<file path="config.mk">
export PLATFORM = sky130hd
export DESIGN_NAME = css_arith
export DESIGN_NICKNAME = d
export VERILOG_FILES = /design/src/css_pkg.sv /design/src/css_arith.sv
export SDC_FILE = /design/constraint.sdc
export NUM_CORES = 2
export LEC_CHECK = 0
export BUFFER_PORTS_ARGS = -buffer_cell sky130_fd_sc_hd__buf_2
export CORE_ASPECT_RATIO = 1.25
export CORE_UTILIZATION = 57
export CTS_CLUSTER_SIZE = 24
export DETAILED_ROUTE_END_ITERATION = 8
export HOLD_SLACK_MARGIN = 0.12
export PLACE_DENSITY = 0.81
export SETUP_SLACK_MARGIN = 0.1
export SLEW_MARGIN = 10
export SYNTH_ARGS = -nofsm -noshare
export SYNTH_HDL_FRONTEND = slang
export SYNTH_SLANG_ARGS = --single-unit
</file>
<file path="constraint.sdc">
create_clock -name clk -period 11.15 [get_ports clk]
set_clock_uncertainty 0.1 [all_clocks]
set_input_delay 1.115 -clock clk [delete_from_list [all_inputs] [get_ports clk]]
set_output_delay 1.115 -clock clk [all_outputs]
set_load 0.05 [all_outputs]
</file>
<file path="src/css_pkg.sv">
// Shared types and constants for the context splice, shift and scale block.
package css_pkg;

    // Default sizes of the stores and of the fixed-point format.
    localparam int MAX_FRAMES_DEF      = 1024;
    localparam int MAX_FEATURE_DIM_DEF = 64;
    localparam int MAX_SPLICE_DEF      = 32;
    localparam int FRAC_BITS_DEF       = 16;

    // Field widths of the input and result transactions.
    localparam int CMD_W       = 3;
    localparam int FRAME_W     = 10;
    localparam int SLOT_W      = 5;
    localparam int COL_W       = 6;
    localparam int COEF_IDX_W  = 11;
    localparam int DATA_W      = 32;
    localparam int OFFSET_W    = 5;
    localparam int ROW_OUT_W   = 10;
    localparam int COL_OUT_W   = 11;

    // Configuration register widths.
    localparam int VALID_FRAMES_W = 11;
    localparam int FIRST_ROW_W    = 10;
    localparam int ROW_COUNT_W    = 11;
    localparam int FEATURE_DIM_W  = 7;
    localparam int SPLICE_COUNT_W = 6;
    localparam int CFG_DATA_W     = 11;
    localparam int CFG_INDEX_W    = 3;

    // Signed width for the spliced row before clamping; covers a frame index
    // plus offset and a clamp limit of up to 4096 frames.
    localparam int ROW_CALC_W = 14;

    // Configuration reset values.
    localparam logic                      SKIP_MODE_RST    = 1'b0;
    localparam logic [VALID_FRAMES_W-1:0] VALID_FRAMES_RST = 11'd1024;
    localparam logic [FIRST_ROW_W-1:0]    FIRST_ROW_RST    = 10'd0;
    localparam logic [ROW_COUNT_W-1:0]    ROW_COUNT_RST    = 11'd1024;
    localparam logic [FEATURE_DIM_W-1:0]  FEATURE_DIM_RST  = 7'd40;
    localparam logic [SPLICE_COUNT_W-1:0] SPLICE_COUNT_RST = 6'd11;

    // Command codes.
    typedef enum logic [CMD_W-1:0] {
        CMD_WR_FEATURE = 3'd0,
        CMD_WR_OFFSET  = 3'd1,
        CMD_WR_SHIFT   = 3'd2,
        CMD_WR_SCALE   = 3'd3,
        CMD_COMPUTE    = 3'd4
    } cmd_t;

    // Configuration register indexes.
    typedef enum logic [CFG_INDEX_W-1:0] {
        REG_SKIP_MODE    = 3'd0,
        REG_VALID_FRAMES = 3'd1,
        REG_FIRST_ROW    = 3'd2,
        REG_ROW_COUNT    = 3'd3,
        REG_FEATURE_DIM  = 3'd4,
        REG_SPLICE_COUNT = 3'd5
    } cfg_reg_idx_t;

    typedef struct packed {
        logic                      skip_mode;
        logic [VALID_FRAMES_W-1:0] valid_frames;
        logic [FIRST_ROW_W-1:0]    first_row;
        logic [ROW_COUNT_W-1:0]    row_count;
        logic [FEATURE_DIM_W-1:0]  feature_dim;
        logic [SPLICE_COUNT_W-1:0] splice_count;
    } cfg_t;

    // Store write strobes from the command decoder.
    typedef struct packed {
        logic feat_we;
        logic shift_we;
        logic scale_we;
    } mem_wr_t;

    // Result tag that travels down the pipeline with each column.
    typedef struct packed {
        logic                 error;
        logic                 last;
        logic [ROW_OUT_W-1:0] orow;
        logic [COL_OUT_W-1:0] ocol;
    } tag_t;

endpackage

</file>
<file path="src/css_arith.sv">
// Arithmetic stages: saturating add, multiply, round and saturate into the
// output register.
module css_arith #(
    parameter int FRAC_BITS = css_pkg::FRAC_BITS_DEF
) (
    input  logic                                 clk,
    input  logic                                 rst_n,
    input  logic                                 advance,
    input  logic                                 s1_valid,
    input  css_pkg::tag_t                        s1_tag,
    input  logic [css_pkg::DATA_W-1:0]           s1_feat,
    input  logic [css_pkg::DATA_W-1:0]           s1_shift,
    input  logic [css_pkg::DATA_W-1:0]           s1_scale,
    output logic                                 out_valid,
    output logic [css_pkg::ROW_OUT_W-1:0]        out_row,
    output logic [css_pkg::COL_OUT_W-1:0]        out_col,
    output logic signed [css_pkg::DATA_W-1:0]    value,
    output logic                                 last,
    output logic                                 error
);

    localparam int DW = css_pkg::DATA_W;
    localparam int PW = 2 * DW;
    localparam logic signed [DW-1:0] SAT_MAX = {1'b0, {(DW-1){1'b1}}};
    localparam logic signed [DW-1:0] SAT_MIN = {1'b1, {(DW-1){1'b0}}};
    localparam logic signed [PW-1:0] HALF    = PW'(1) << (FRAC_BITS - 1);

    logic                 s2_valid_reg, s3_valid_reg, out_valid_reg;
    css_pkg::tag_t        s2_tag_reg, s3_tag_reg, out_tag_reg;
    logic signed [DW-1:0] s2_sum_reg, s2_sum_next;
    logic signed [DW-1:0] s2_scale_reg;
    logic signed [PW-1:0] s3_prod_reg, s3_prod_next;
    logic signed [DW-1:0] value_reg, value_next;

    logic signed [DW:0]   sum_wide;
    logic signed [PW-1:0] rnd;
    logic signed [PW-1:0] shifted;

    // Stage two: feature plus shift, saturated to the data width.
    always_comb
    begin
        sum_wide = $signed({s1_feat[DW-1], s1_feat}) + $signed({s1_shift[DW-1], s1_shift});
        if (sum_wide[DW] != sum_wide[DW-1])
        begin
            s2_sum_next = sum_wide[DW] ? SAT_MIN : SAT_MAX;
        end
        else
        begin
            s2_sum_next = sum_wide[DW-1:0];
        end
    end

    // Stage three: full-width signed product.
    assign s3_prod_next = PW'(s2_sum_reg) * PW'(s2_scale_reg);

    // Output stage: round half up at binary point, saturate; zero on error.
    always_comb
    begin
        rnd     = s3_prod_reg + HALF;
        shifted = rnd >>> FRAC_BITS;
        if (shifted > PW'(SAT_MAX))
        begin
            value_next = SAT_MAX;
        end
        else if (shifted < PW'(SAT_MIN))
        begin
            value_next = SAT_MIN;
        end
        else
        begin
            value_next = shifted[DW-1:0];
        end
        if (s3_tag_reg.error)
        begin
            value_next = '0;
        end
    end

    // Valid bits move with the data on every advance.
    always_ff @(posedge clk or negedge rst_n)
    begin
        if (!rst_n)
        begin
            s2_valid_reg  <= 1'b0;
            s3_valid_reg  <= 1'b0;
            out_valid_reg <= 1'b0;
        end
        else if (advance)
        begin
            s2_valid_reg  <= s1_valid;
            s3_valid_reg  <= s2_valid_reg;
            out_valid_reg <= s3_valid_reg;
        end
    end

    // Stage payload.
    always_ff @(posedge clk)
    begin
        if (advance)
        begin
            s2_tag_reg   <= s1_tag;
            s2_sum_reg   <= s2_sum_next;
            s2_scale_reg <= s1_scale;
            s3_tag_reg   <= s2_tag_reg;
            s3_prod_reg  <= s3_prod_next;
            out_tag_reg  <= s3_tag_reg;
            value_reg    <= value_next;
        end
    end

    assign out_valid = out_valid_reg;
    assign out_row   = out_tag_reg.orow;
    assign out_col   = out_tag_reg.ocol;
    assign value     = value_reg;
    assign last      = out_tag_reg.last;
    assign error     = out_tag_reg.error;

    a_stage_flow: assert property (@(posedge clk) disable iff (!rst_n)
        (s3_valid_reg && advance) |=> out_valid_reg)
        else $error("result lost between the product and output stages");

    a_error_result: assert property (@(posedge clk) disable iff (!rst_n)
        (out_valid_reg && out_tag_reg.error) |-> ((value_reg == '0) && out_tag_reg.last))
        else $error("error result carries a value or is not marked last");

endmodule

</file>
==> flow_summary_export.csv <==
group,metric,value,unit
status,status,"complete, no violations",
floorplan,fp.dieW,253,µm
critical_path,crit_path_end_kind,"flop",
critical_path,r2r_cells,26,
critical_path,reg2reg_to,"s3_prod_reg[61]",
synthesis,synthArstFlopShare,1.38,%
placed_design,dpl-instance-area,46900,µm²
clocking,path_clk_slew,0.07,ns
clocking,cts_tree,"built",
placed_design,dpl.hpwl,94200,µm
clocking,clockBufferDepth,3,
route,wl_met2,60100,µm
timing,setup_slack,1.47,ns
synthesis,synth_top_area_share,48.1,%
route,via_per_inst,5.69,
critical_path,r2r_start,"s2_sum_reg[15]",
hold_path,hold_class,"in2async",
final_layout,drive_above_1_share,7.14,%
timing,worstMarginPinSlew,1.12,ns
timing,finalSetupTns,0,ns
route,drt_iter0_drc,2072,
critical_path,crit_start,"s2_sum_reg[15]",
synthesis,yosys.area.top_type,"fa_1",
clocking,postCtsSetupBuffers,0,
flow_run,maxCapViolCount,0,
floorplan,die_h,316,µm
route,drt-pass1-iter-count,5,
floorplan,die_area,80100,µm²
placed_design,io_buffers,178,
clocking,ctsHoldBuffers,0,
grt,grt_pass1_vias,35798,
final_layout,final_common_cell,"fa_1",
critical_path,cp-start-kind,"flop",
grt,antenna_found_initial,4,
placed_design,post-place-ws,1.60,ns
route,wire_per_inst,21.2,µm
timing,setup_viol,0,
timing,rsz0062_at_grt,"no",
route,routed_wirelength,118000,µm
grt,grtUsageTotal,31.4,%
timing,finalCriticalPeriod,9.68,ns
timing,max_freq,103,MHz
critical_path,cp_max_fo,19,
synthesis,syn-instance-count,4439,
synthesis,synth_warnings,0,
synthesis,synth_nets,5857,
grt,grt_max_degree,81,
final_layout,nets,5921,
floorplan,rows,114,
final_layout,most-common-layout-cells,"fa_1 (1082), inv_1 (980), nand2_1 (547)",
timing,relSlewSlack,25.5,%
final_layout,syn2layout_area_growth,6.20,%
critical_path,critPathKind,"reg2reg",
synthesis,synth_seq_area_share,14.4,%
critical_path,cp_data_required_time,11.34,ns
route,drc,0,
clocking,htree_levels,1,
synthesis,netlist-cell-type-count,68,
critical_path,worst-endpoint-arrival,9.87,ns
synthesis,synth-edff-count,214,
timing,slew_violations,0,
critical_path,crit_end,"s3_prod_reg[61]",
clocking,root_buffer,"clkbuf_16",
floorplan,start_util,57.9,%
route,route.top_layer_used,"met5",
timing,finalCritPeriodShare,86.8,%
clocking,numCtsBuffers,26,
floorplan,ios,179,
final_layout,final_cell_area,47800,µm²
synthesis,synthFlopType,"edfxtp_1",
final_layout,largest_reg_flops,49,
floorplan,core_area,77700,µm²
clocking,clkLatencyLatePin,0.61,ns
timing,hold_viol,0,
route,wl_met1,37000,µm
synthesis,syn_area,45000,µm²
synthesis,ys_ff_latch,217,
route,wl_met3,8340,µm
clocking,cts_resized,0,
synthesis,synth.avg_cell_area,10.1,µm²
critical_path,reg2reg_slack,1.47,ns
clocking,cts.sinks,217,
grt,grt_pass1_wl,189000,µm
route,dr_total_vias,31703,
placed_design,gp_congestion,0.946,
grt,grt_overflow_total,0,
synthesis,netlist_top_cells_area,"fa_1 (48%), edfxtp_1 (14%), inv_1 (8.2%), and2_1 (7.2%), ha_1 (5.9%)",
route,drtAntennaViolNets,0,
-- how the worst min path moves through the flow --
stage,to,slack (ns)
3_3_place_gp,out_row[5],0.30
2_1_floorplan,last,0.30
5_1_grt,s3_valid_reg,0.21
4_1_cts,s3_valid_reg,0.21
6_report,s2_valid_reg,0.23
3_5_place_dp,out_row[0],0.30
-- metrics by stage --
step                utilization (%)  std cells  hold WS [ns]
floorplan                         -       4439         0.300
global placement               60.4       5519         0.300
detailed placement             60.4       5519         0.305
CTS                            61.5       5567         0.208
global route                   61.5       5568         0.211
finish                         61.5       5569         0.233
-- cell type report --
type / count / area [µm²]
Clock buffer: 30 / 686
Antenna cell: 2 / 5.00
Tap cell: 1044 / 1310
Clock inverter: 18 / 200
Multi-Input combinational cell: 3027 / 34000
Timing Repair Buffer: 251 / 1450
Fill cell: 6262 / 29900
Sequential cell: 217 / 6500
Inverter: 980 / 3680
-- worst max-delay path, cell delays in order, from the launching register on --
cell and delay, ns:
edfxtp_1 0.80, buf_4 0.32, nand2_1 0.11, fa_1 0.49
fa_1 0.54, fa_1 0.44, fa_1 0.55, inv_1 0.05
fa_1 0.49, inv_1 0.05, fa_1 0.52, inv_1 0.05
fa_1 0.47, inv_1 0.05, fa_1 0.48, inv_1 0.04
ha_1 0.38, nand4_1 0.16, nor2_1 0.20, o21ai_0 0.11
a311oi_1 0.63, o21ai_1 0.35, o41ai_1 0.71, a311oi_2 0.37
o31ai_1 0.53, and2_1 0.23, o311ai_1 0.11
-- cell usage after synthesis, types with 9 or more instances --
master    count
xor2_1       49
inv_1       980
nand3_1      36
maj3_1       11
a21oi_1      74
nor2b_1      10
nand4_1      31
o21ai_0      69
o21a_1        9
clkbuf_1    202
xnor2_1      75
fa_1       1082
nand2b_1     17
ha_1        213
nor2_1       84
nand2_1     547
a31oi_1      11
a21o_1       47
and2_1      518
nor3_1       19
edfxtp_1    214
o21bai_1      9
-- per-layer routing --
| metal | vias to the layer above | GRT usage [%] |
|---|---|---|
| li1 | 13321 | - |
| met1 | 16216 | 32.4 |
| met2 | 1522 | 55.7 |
| met3 | 638 | 5.27 |
| met4 | 6 | 26.9 |
| met5 | - | 0 |
-- kinds of logic after synthesis --
kind of cell | Yosys count | synth area share (%)
AND/OR/NAND/NOR | 1306 | 14.6
adder cells (fa/ha/maj) | 1306 | 54.3
flip-flops | 217 | 14.4
multiplexers | 6 | 0.145
AO/OA/AOI/OAI | 285 | 4.01
XOR/XNOR | 124 | 2.41
buffers and inverters | 1195 | 10.1
Power is left out: the tool's default activity adds up to more than one toggle a clock period on the data nets, which glitch-free logic cannot reach.
