--- src/css_pkg.sv ---
// Shared types and constants for the context splice, shift and scale block.
package css_pkg;

    // Default sizes of the stores and of the fixed-point format.
    localparam int MAX_FRAMES_DEF      = 1024;
    localparam int MAX_FEATURE_DIM_DEF = 64;
    localparam int MAX_SPLICE_DEF      = 32;
    localparam int FRAC_BITS_DEF       = 16;

    // Field widths of the input and result transactions.
    localparam int CMD_W       = 3;
    localparam int FRAME_W     = 10;
    localparam int SLOT_W      = 5;
    localparam int COL_W       = 6;
    localparam int COEF_IDX_W  = 11;
    localparam int DATA_W      = 32;
    localparam int OFFSET_W    = 5;
    localparam int ROW_OUT_W   = 10;
    localparam int COL_OUT_W   = 11;

    // Configuration register widths.
    localparam int VALID_FRAMES_W = 11;
    localparam int FIRST_ROW_W    = 10;
    localparam int ROW_COUNT_W    = 11;
    localparam int FEATURE_DIM_W  = 7;
    localparam int SPLICE_COUNT_W = 6;
    localparam int CFG_DATA_W     = 11;
    localparam int CFG_INDEX_W    = 3;

    // Signed width for the spliced row before clamping; covers a frame index
    // plus offset and a clamp limit of up to 4096 frames.
    localparam int ROW_CALC_W = 14;

    // Configuration reset values.
    localparam logic                      SKIP_MODE_RST    = 1'b0;
    localparam logic [VALID_FRAMES_W-1:0] VALID_FRAMES_RST = 11'd1024;
    localparam logic [FIRST_ROW_W-1:0]    FIRST_ROW_RST    = 10'd0;
    localparam logic [ROW_COUNT_W-1:0]    ROW_COUNT_RST    = 11'd1024;
    localparam logic [FEATURE_DIM_W-1:0]  FEATURE_DIM_RST  = 7'd40;
    localparam logic [SPLICE_COUNT_W-1:0] SPLICE_COUNT_RST = 6'd11;

    // Command codes.
    typedef enum logic [CMD_W-1:0] {
        CMD_WR_FEATURE = 3'd0,
        CMD_WR_OFFSET  = 3'd1,
        CMD_WR_SHIFT   = 3'd2,
        CMD_WR_SCALE   = 3'd3,
        CMD_COMPUTE    = 3'd4
    } cmd_t;

    // Configuration register indexes.
    typedef enum logic [CFG_INDEX_W-1:0] {
        REG_SKIP_MODE    = 3'd0,
        REG_VALID_FRAMES = 3'd1,
        REG_FIRST_ROW    = 3'd2,
        REG_ROW_COUNT    = 3'd3,
        REG_FEATURE_DIM  = 3'd4,
        REG_SPLICE_COUNT = 3'd5
    } cfg_reg_idx_t;

    typedef struct packed {
        logic                      skip_mode;
        logic [VALID_FRAMES_W-1:0] valid_frames;
        logic [FIRST_ROW_W-1:0]    first_row;
        logic [ROW_COUNT_W-1:0]    row_count;
        logic [FEATURE_DIM_W-1:0]  feature_dim;
        logic [SPLICE_COUNT_W-1:0] splice_count;
    } cfg_t;

    // Store write strobes from the command decoder.
    typedef struct packed {
        logic feat_we;
        logic shift_we;
        logic scale_we;
    } mem_wr_t;

    // Result tag that travels down the pipeline with each column.
    typedef struct packed {
        logic                 error;
        logic                 last;
        logic [ROW_OUT_W-1:0] orow;
        logic [COL_OUT_W-1:0] ocol;
    } tag_t;

endpackage

--- src/css_seq.sv ---
// Command decoder and column sequencer: takes one transaction, performs store
// writes, checks compute requests and issues one column per cycle on advance.
module css_seq #(
    parameter int MAX_FRAMES      = css_pkg::MAX_FRAMES_DEF,
    parameter int MAX_FEATURE_DIM = css_pkg::MAX_FEATURE_DIM_DEF,
    parameter int MAX_SPLICE      = css_pkg::MAX_SPLICE_DEF,
    localparam int FEAT_AW = $clog2(MAX_FRAMES * MAX_FEATURE_DIM),
    localparam int COEF_AW = $clog2(MAX_SPLICE * MAX_FEATURE_DIM)
) (
    input  logic                                clk,
    input  logic                                rst_n,
    input  css_pkg::cfg_t                       cfg,
    input  logic                                advance,
    input  logic                                in_valid,
    output logic                                in_stall,
    input  logic [css_pkg::CMD_W-1:0]           cmd,
    input  logic [css_pkg::FRAME_W-1:0]         frame,
    input  logic [css_pkg::SLOT_W-1:0]          slot,
    input  logic [css_pkg::COL_W-1:0]           col,
    input  logic [css_pkg::COEF_IDX_W-1:0]      coef_index,
    input  logic signed [css_pkg::DATA_W-1:0]   data,
    input  logic signed [css_pkg::OFFSET_W-1:0] offset,
    output css_pkg::mem_wr_t                    wr,
    output logic [FEAT_AW-1:0]                  feat_waddr,
    output logic [COEF_AW-1:0]                  coef_waddr,
    output logic [css_pkg::DATA_W-1:0]          wdata,
    output logic                                issue_valid,
    output css_pkg::tag_t                       issue_tag,
    output logic [FEAT_AW-1:0]                  feat_raddr,
    output logic [COEF_AW-1:0]                  coef_raddr
);

    localparam int FEAT_DEPTH = MAX_FRAMES * MAX_FEATURE_DIM;
    localparam int COEF_DEPTH = MAX_SPLICE * MAX_FEATURE_DIM;
    localparam int ROWA_W     = $clog2(MAX_FRAMES);
    localparam int J_W        = $clog2(MAX_FEATURE_DIM);
    localparam int SLOT_AW    = (MAX_SPLICE > 1) ? $clog2(MAX_SPLICE) : 1;
    localparam int ROW_W      = css_pkg::ROW_CALC_W;
    localparam int FD_W       = css_pkg::FEATURE_DIM_W;
    localparam int SC_W       = css_pkg::SPLICE_COUNT_W;
    localparam int FR_W       = css_pkg::FRAME_W;
    localparam int RC_W       = css_pkg::ROW_COUNT_W;
    localparam int RO_W       = css_pkg::ROW_OUT_W;
    localparam int CO_W       = css_pkg::COL_OUT_W;

    logic signed [css_pkg::OFFSET_W-1:0] offset_reg [MAX_SPLICE];

    logic               busy_reg, busy_next;
    logic [J_W-1:0]     j_reg, j_next;
    logic [ROWA_W-1:0]  row_reg, row_next;
    logic [COEF_AW-1:0] base_reg, base_next;
    logic [RO_W-1:0]    orow_reg, orow_next;

    logic                                accept;
    logic                                is_compute;
    logic [FD_W-1:0]                     dim;
    logic [SC_W-1:0]                     slots;
    logic [FR_W-1:0]                     delta;
    logic                                req_err;
    logic signed [css_pkg::OFFSET_W-1:0] offset_rd;
    logic signed [ROW_W-1:0]             rsum;
    logic [ROW_W-1:0]                    lim;
    logic [ROWA_W-1:0]                   row_clamped;
    logic                                last_col;

    // Handshake: one transaction at a time, none while the pipeline holds.
    assign in_stall   = busy_reg || !advance;
    assign accept     = in_valid && !in_stall;
    assign is_compute = (cmd == css_pkg::CMD_COMPUTE);
    assign wdata      = data;

    // Effective dimensions from the configuration.
    assign dim   = (32'(cfg.feature_dim) < MAX_FEATURE_DIM) ? cfg.feature_dim
                                                            : FD_W'(MAX_FEATURE_DIM);
    assign slots = (32'(cfg.splice_count) < MAX_SPLICE) ? cfg.splice_count
                                                        : SC_W'(MAX_SPLICE);
    assign delta = frame - cfg.first_row;

    // A compute request outside the covered range gives one error result.
    assign req_err = (32'(slot) >= 32'(slots)) || (dim == '0) ||
                     (frame < cfg.first_row) || (RC_W'(delta) >= cfg.row_count);

    // Spliced row, clamped into the valid frames.
    assign offset_rd = offset_reg[slot[SLOT_AW-1:0]];

    always_comb
    begin
        rsum = ROW_W'(frame) + ROW_W'(offset_rd);
        lim  = (32'(cfg.valid_frames) < MAX_FRAMES) ? ROW_W'(cfg.valid_frames)
                                                    : ROW_W'(MAX_FRAMES);
        if (lim == '0)
        begin
            lim = ROW_W'(1);
        end
        if (rsum[ROW_W-1])
        begin
            row_clamped = '0;
        end
        else if (ROW_W'(rsum) >= lim)
        begin
            row_clamped = ROWA_W'(lim - ROW_W'(1));
        end
        else
        begin
            row_clamped = ROWA_W'(rsum);
        end
    end

    // Store write decode; writes outside the stores are dropped.
    always_comb
    begin
        wr         = '0;
        feat_waddr = FEAT_AW'(32'(frame) * MAX_FEATURE_DIM + 32'(col));
        coef_waddr = COEF_AW'(coef_index);
        if (accept)
        begin
            unique case (css_pkg::cmd_t'(cmd))
                css_pkg::CMD_WR_FEATURE:
                    wr.feat_we = (32'(frame) < MAX_FRAMES) &&
                                 (32'(col) < MAX_FEATURE_DIM);
                css_pkg::CMD_WR_SHIFT:
                    wr.shift_we = (32'(coef_index) < COEF_DEPTH);
                css_pkg::CMD_WR_SCALE:
                    wr.scale_we = (32'(coef_index) < COEF_DEPTH);
                default:
                    wr = '0;
            endcase
        end
    end

    // Column issue: read addresses and result tag for the current column.
    assign last_col   = ((FD_W'(j_reg) + FD_W'(1)) == dim);
    assign coef_raddr = base_reg + COEF_AW'(j_reg);
    assign feat_raddr = FEAT_AW'(32'(row_reg) * MAX_FEATURE_DIM + 32'(j_reg));

    always_comb
    begin
        issue_valid = busy_reg || (accept && is_compute && req_err);
        if (busy_reg)
        begin
            issue_tag.error = 1'b0;
            issue_tag.last  = last_col;
            issue_tag.orow  = orow_reg;
            issue_tag.ocol  = CO_W'(coef_raddr);
        end
        else
        begin
            issue_tag.error = 1'b1;
            issue_tag.last  = 1'b1;
            issue_tag.orow  = '0;
            issue_tag.ocol  = '0;
        end
    end

    // Sequencer next state.
    always_comb
    begin
        busy_next = busy_reg;
        j_next    = j_reg;
        row_next  = row_reg;
        base_next = base_reg;
        orow_next = orow_reg;
        if (accept && is_compute && !req_err)
        begin
            busy_next = 1'b1;
            j_next    = '0;
            row_next  = row_clamped;
            base_next = COEF_AW'(32'(slot) * 32'(dim));
            orow_next = cfg.skip_mode ? RO_W'(delta >> 1) : RO_W'(delta);
        end
        else if (busy_reg && advance)
        begin
            if (last_col)
            begin
                busy_next = 1'b0;
            end
            else
            begin
                j_next = j_reg + J_W'(1);
            end
        end
    end

    // Control state and the offset table.
    always_ff @(posedge clk or negedge rst_n)
    begin
        if (!rst_n)
        begin
            busy_reg <= 1'b0;
            j_reg    <= '0;
            for (int i = 0; i < MAX_SPLICE; i++)
            begin
                offset_reg[i] <= '0;
            end
        end
        else
        begin
            busy_reg <= busy_next;
            j_reg    <= j_next;
            if (accept && (cmd == css_pkg::CMD_WR_OFFSET) && (32'(slot) < MAX_SPLICE))
            begin
                offset_reg[slot[SLOT_AW-1:0]] <= offset;
            end
        end
    end

    // Request payload.
    always_ff @(posedge clk)
    begin
        row_reg  <= row_next;
        base_reg <= base_next;
        orow_reg <= orow_next;
    end

    a_busy_ends: assert property (@(posedge clk) disable iff (!rst_n)
        (busy_reg && advance && last_col) |=> !busy_reg)
        else $error("sequencer stayed busy after the last column");

    a_col_bound: assert property (@(posedge clk) disable iff (!rst_n)
        busy_reg |-> (FD_W'(j_reg) < dim))
        else $error("column counter ran past the feature dimension");

endmodule

--- config.mk ---
export PLATFORM = sky130hd
export DESIGN_NAME = css_seq
export DESIGN_NICKNAME = d
export VERILOG_FILES = /design/src/css_pkg.sv /design/src/css_seq.sv
export SDC_FILE = /design/constraint.sdc
export NUM_CORES = 1
export LEC_CHECK = 0
export BUFFER_PORTS_ARGS = -buffer_cell sky130_fd_sc_hd__buf_4
export CAP_MARGIN = 5
export CORE_MARGIN = 8
export CORE_UTILIZATION = 45
export CTS_BUF_LIST = sky130_fd_sc_hd__clkbuf_4
export CTS_CLUSTER_DIAMETER = 40
export DETAILED_ROUTE_END_ITERATION = 6
export GPL_TIMING_DRIVEN = 0
export PLACE_DENSITY = 0.67
export SETUP_SLACK_MARGIN = 0.3
export SKIP_LAST_GASP = 1
export SYNTH_ARGS = -nofsm -noshare
export SYNTH_HDL_FRONTEND = slang
export SYNTH_SLANG_ARGS = --single-unit
--- constraint.sdc ---
create_clock -name clk -period 7.5 [get_ports clk]
set_input_delay 0.375 -clock clk [delete_from_list [all_inputs] [get_ports clk]]
set_output_delay 0.375 -clock clk [all_outputs]
set_load 0.005 [all_outputs]
==> flow_summary.toml <==
[outcome]
outcome = "complete, but fails checks"
violations = "DRC"

[timing]
drv_slew = 0
finalCritPeriodShare = 0.782
tns_ns = 0
fin_skew_ns = 0.0302
tightest_slew_ns = 1.10
post-route-min-period_ns = 5.87
rsz0062_at_grt = "false"
slew_headroom = 0.267
setup_viol = 0
clock.fmax_mhz = 170
timing.hold.ws_ns = 0.0508
finalHoldViolations = 0

[clocking]
cts_resized = 0
clock_latency_ns = 0.61
htree_levels = 4
clock_sinks = 198
postCtsHoldBufs = 1
cts_tree = "built"
cts_setup_buffers = 0
cts_buffer_depth = 2
clockRootBuffer = "clkbuf_4"
numCtsBuffers = 17
cts.clk_slew.worst_paths_ns = 0.18

[drt]
drt_iter0_drc = 666
via_per_inst = 5.52
routed_wirelength_um = 34400
drc = 2
drtPass1Iterations = 7
vias = 9555
antenna_left = 0
wl_per_cell_um = 19.9

[synth]
synthTopCellsByCount = "dfrtp_1, mux2_2, ha_1"
avgSynthCellArea_um2 = 11.4
async_flop_share = 0.843
yosys_register_bits = 198
synth_area_um2 = 12900
yosysTopAreaCell = "dfrtp_1"
syn-num-nets = 1344
ys.flop_type = "dfrtp_1"
synth.most_common_cell = "dfrtp_1"
ys_seq_area_frac = 0.396
synthCells = 1131
synth_top_area_frac = 0.324
yosys_warnings = 0
synth.distinct_cells = 71
synth_edf_count = 31
ys_top_cells_by_area = "dfrtp_1, mux2_2, edfxtp_1, ha_1, mux4_2"

[floorplanning]
die_x_um = 185
core.rowCount = 62
die_area_um2 = 34400
initial_utilization = 0.454
die_h_um = 185
core_area_um2 = 28500
ioPinCount = 236

[pwr]
p_sw_uw = 930
clkPwrFrac = 0.226
intPower_uw = 1760
netSwitchingFraction = 0.346
power_frac_comb = 0.341
power.density_nw_per_um2 = 178
ir_worst_vdd_uv = 117
seq_power_share = 0.433
p_leak_uw = 0.00734

[worst_setup_path]
timing.rr.start = "offset_reg[34]"
arrival_ns = 6.31
path_max_fanout = 10
required_ns = 7.94
crit_path_start = "slot[1]"
critPathCaptureType = "register"
start_kind = "input port"
max_stage_delay_ns = 0.93
slowest_stage = "a221oi_1"
crit_type = "input port to register"
cp_cell_sequence = "buf_4 -> buf_2 -> buf_2 -> buf_1 -> mux4_2 -> a22oi_1 -> nand4_1 -> ha_1 -> inv_1 -> fa_1 -> nor2b_1 -> o21ai_0 -> a21oi_1 -> o31ai_1 -> o21ai_0 -> xor2_1 -> ha_1 -> nand3_1 -> nor2_1 -> a221oi_1 -> nor3_1 -> a211oi_1"

[global_routing]
grt_usage = 0.197
antenna_found_initial = 1
grt_pass1_vias = 9575
grt_overflow = 0
grt_max_degree = 98
grt_pass1_wl_um = 53000

[place]
io_buffers = 180
dp_hpwl_um = 26400
place_congestion = 0.899
dp.cells = 1696

[worst_hold_path]
hp-start = "offset[4]"
hold_path_class = "input port to register"

[final_layout]
largest_reg_flops = 160
areaGrowthSynthToFinish_pct = 17.0
final_cell_count_no_fill = 1730
drive_above_1_share = 0.376
nets = 1545

[job]
maxCapViolCount = 0
## through the flow
step                setup slack, ns  area [um^2]  power (uW)   util
finish                         1.63        15100        2690  0.531
detailed placement             1.14        14800        2100  0.519
global placement               1.18        14700        2080  0.518
floorplan                      2.69        12900        1700      -
global route                   1.36        15100        2850  0.531
CTS                            1.77        15100        2710  0.530
## cells by family after synthesis
logic type,share of synthesized area
DFF,0.396
and+or+nand+nor,0.105
muxes,0.217
AOI/OAI and AO/OA,0.0842
xor gates and xnor gates,0.0286
buffers and inverters,0.0706
adders and majority gates,0.0981
## cell type report
cell class / count / area [um^2]
clock inverter: 15 / 176
fill: 2493 / 13400
buffer: 104 / 642
timing repair buffer: 182 / 1400
sequential: 198 / 5110
inverter: 72 / 270
multi-input combinational: 757 / 6900
clock buffer: 17 / 128
antenna: 1 / 2.50
tap: 384 / 480
## worst paths after layout
kind                             endpoint  slack (ns)  depth (start not counted)
max in group asynchronous  offset_reg[95]        6.32                          3
min in group asynchronous   offset_reg[5]        0.28                          2
max reg2reg                    row_reg[7]        2.31                         16
max                            row_reg[7]        1.63                         22
min                         offset_reg[9]        0.05                          2
min reg2reg                offset_reg[92]        0.51                          1
## power groups by stage
| stage | Clock, uW | Combinational (uW) | Sequential, uW |
|---|---|---|---|
| after floorplan | 0 | 529 | 1180 |
| after global placement | 0 | 898 | 1180 |
| after detailed placement | 0 | 918 | 1180 |
| after CTS | 625 | 925 | 1160 |
| after global routing | 666 | 1020 | 1170 |
| final | 608 | 918 | 1160 |
## critical path, delay by kind of cell
| kind | cells | cell delay, ns |
|---|---|---|
| mux | 1 | 0.45 |
| buf+inv | 5 | 1.55 |
| compound gates | 7 | 2.43 |
| simple gates | 5 | 0.51 |
| fa+ha+maj | 3 | 0.81 |
| xor+xnor | 1 | 0.17 |
## layer usage
layer  share of wire  vias up  GRT usage
met3           0.090       51     0.0422
met4           0.020        0     0.0621
li1                -     4419          -
met2            0.47      347      0.320
met1            0.42     4738      0.259
met5               0        -          0
## cells in the final DEF (no fill, tap or decap), drive strengths merged, types with 8 or more instances in the layout
cell and count:
ha 74, a21o 11, o21ai 46, nand3 10, edfxtp 31, fa 17
mux2 163, dfrtp 167, clkbuf 45, a211oi 10, nor2b 11, a22oi 22
xnor2 26, nor3 10, a21oi 38, nand2b 12, nor2 49, nand2 72
mux4 40, inv 80, xor2 14, buf 257, nand4 8, and3 8
and2 33
Power figures use the tool's default switching activity.
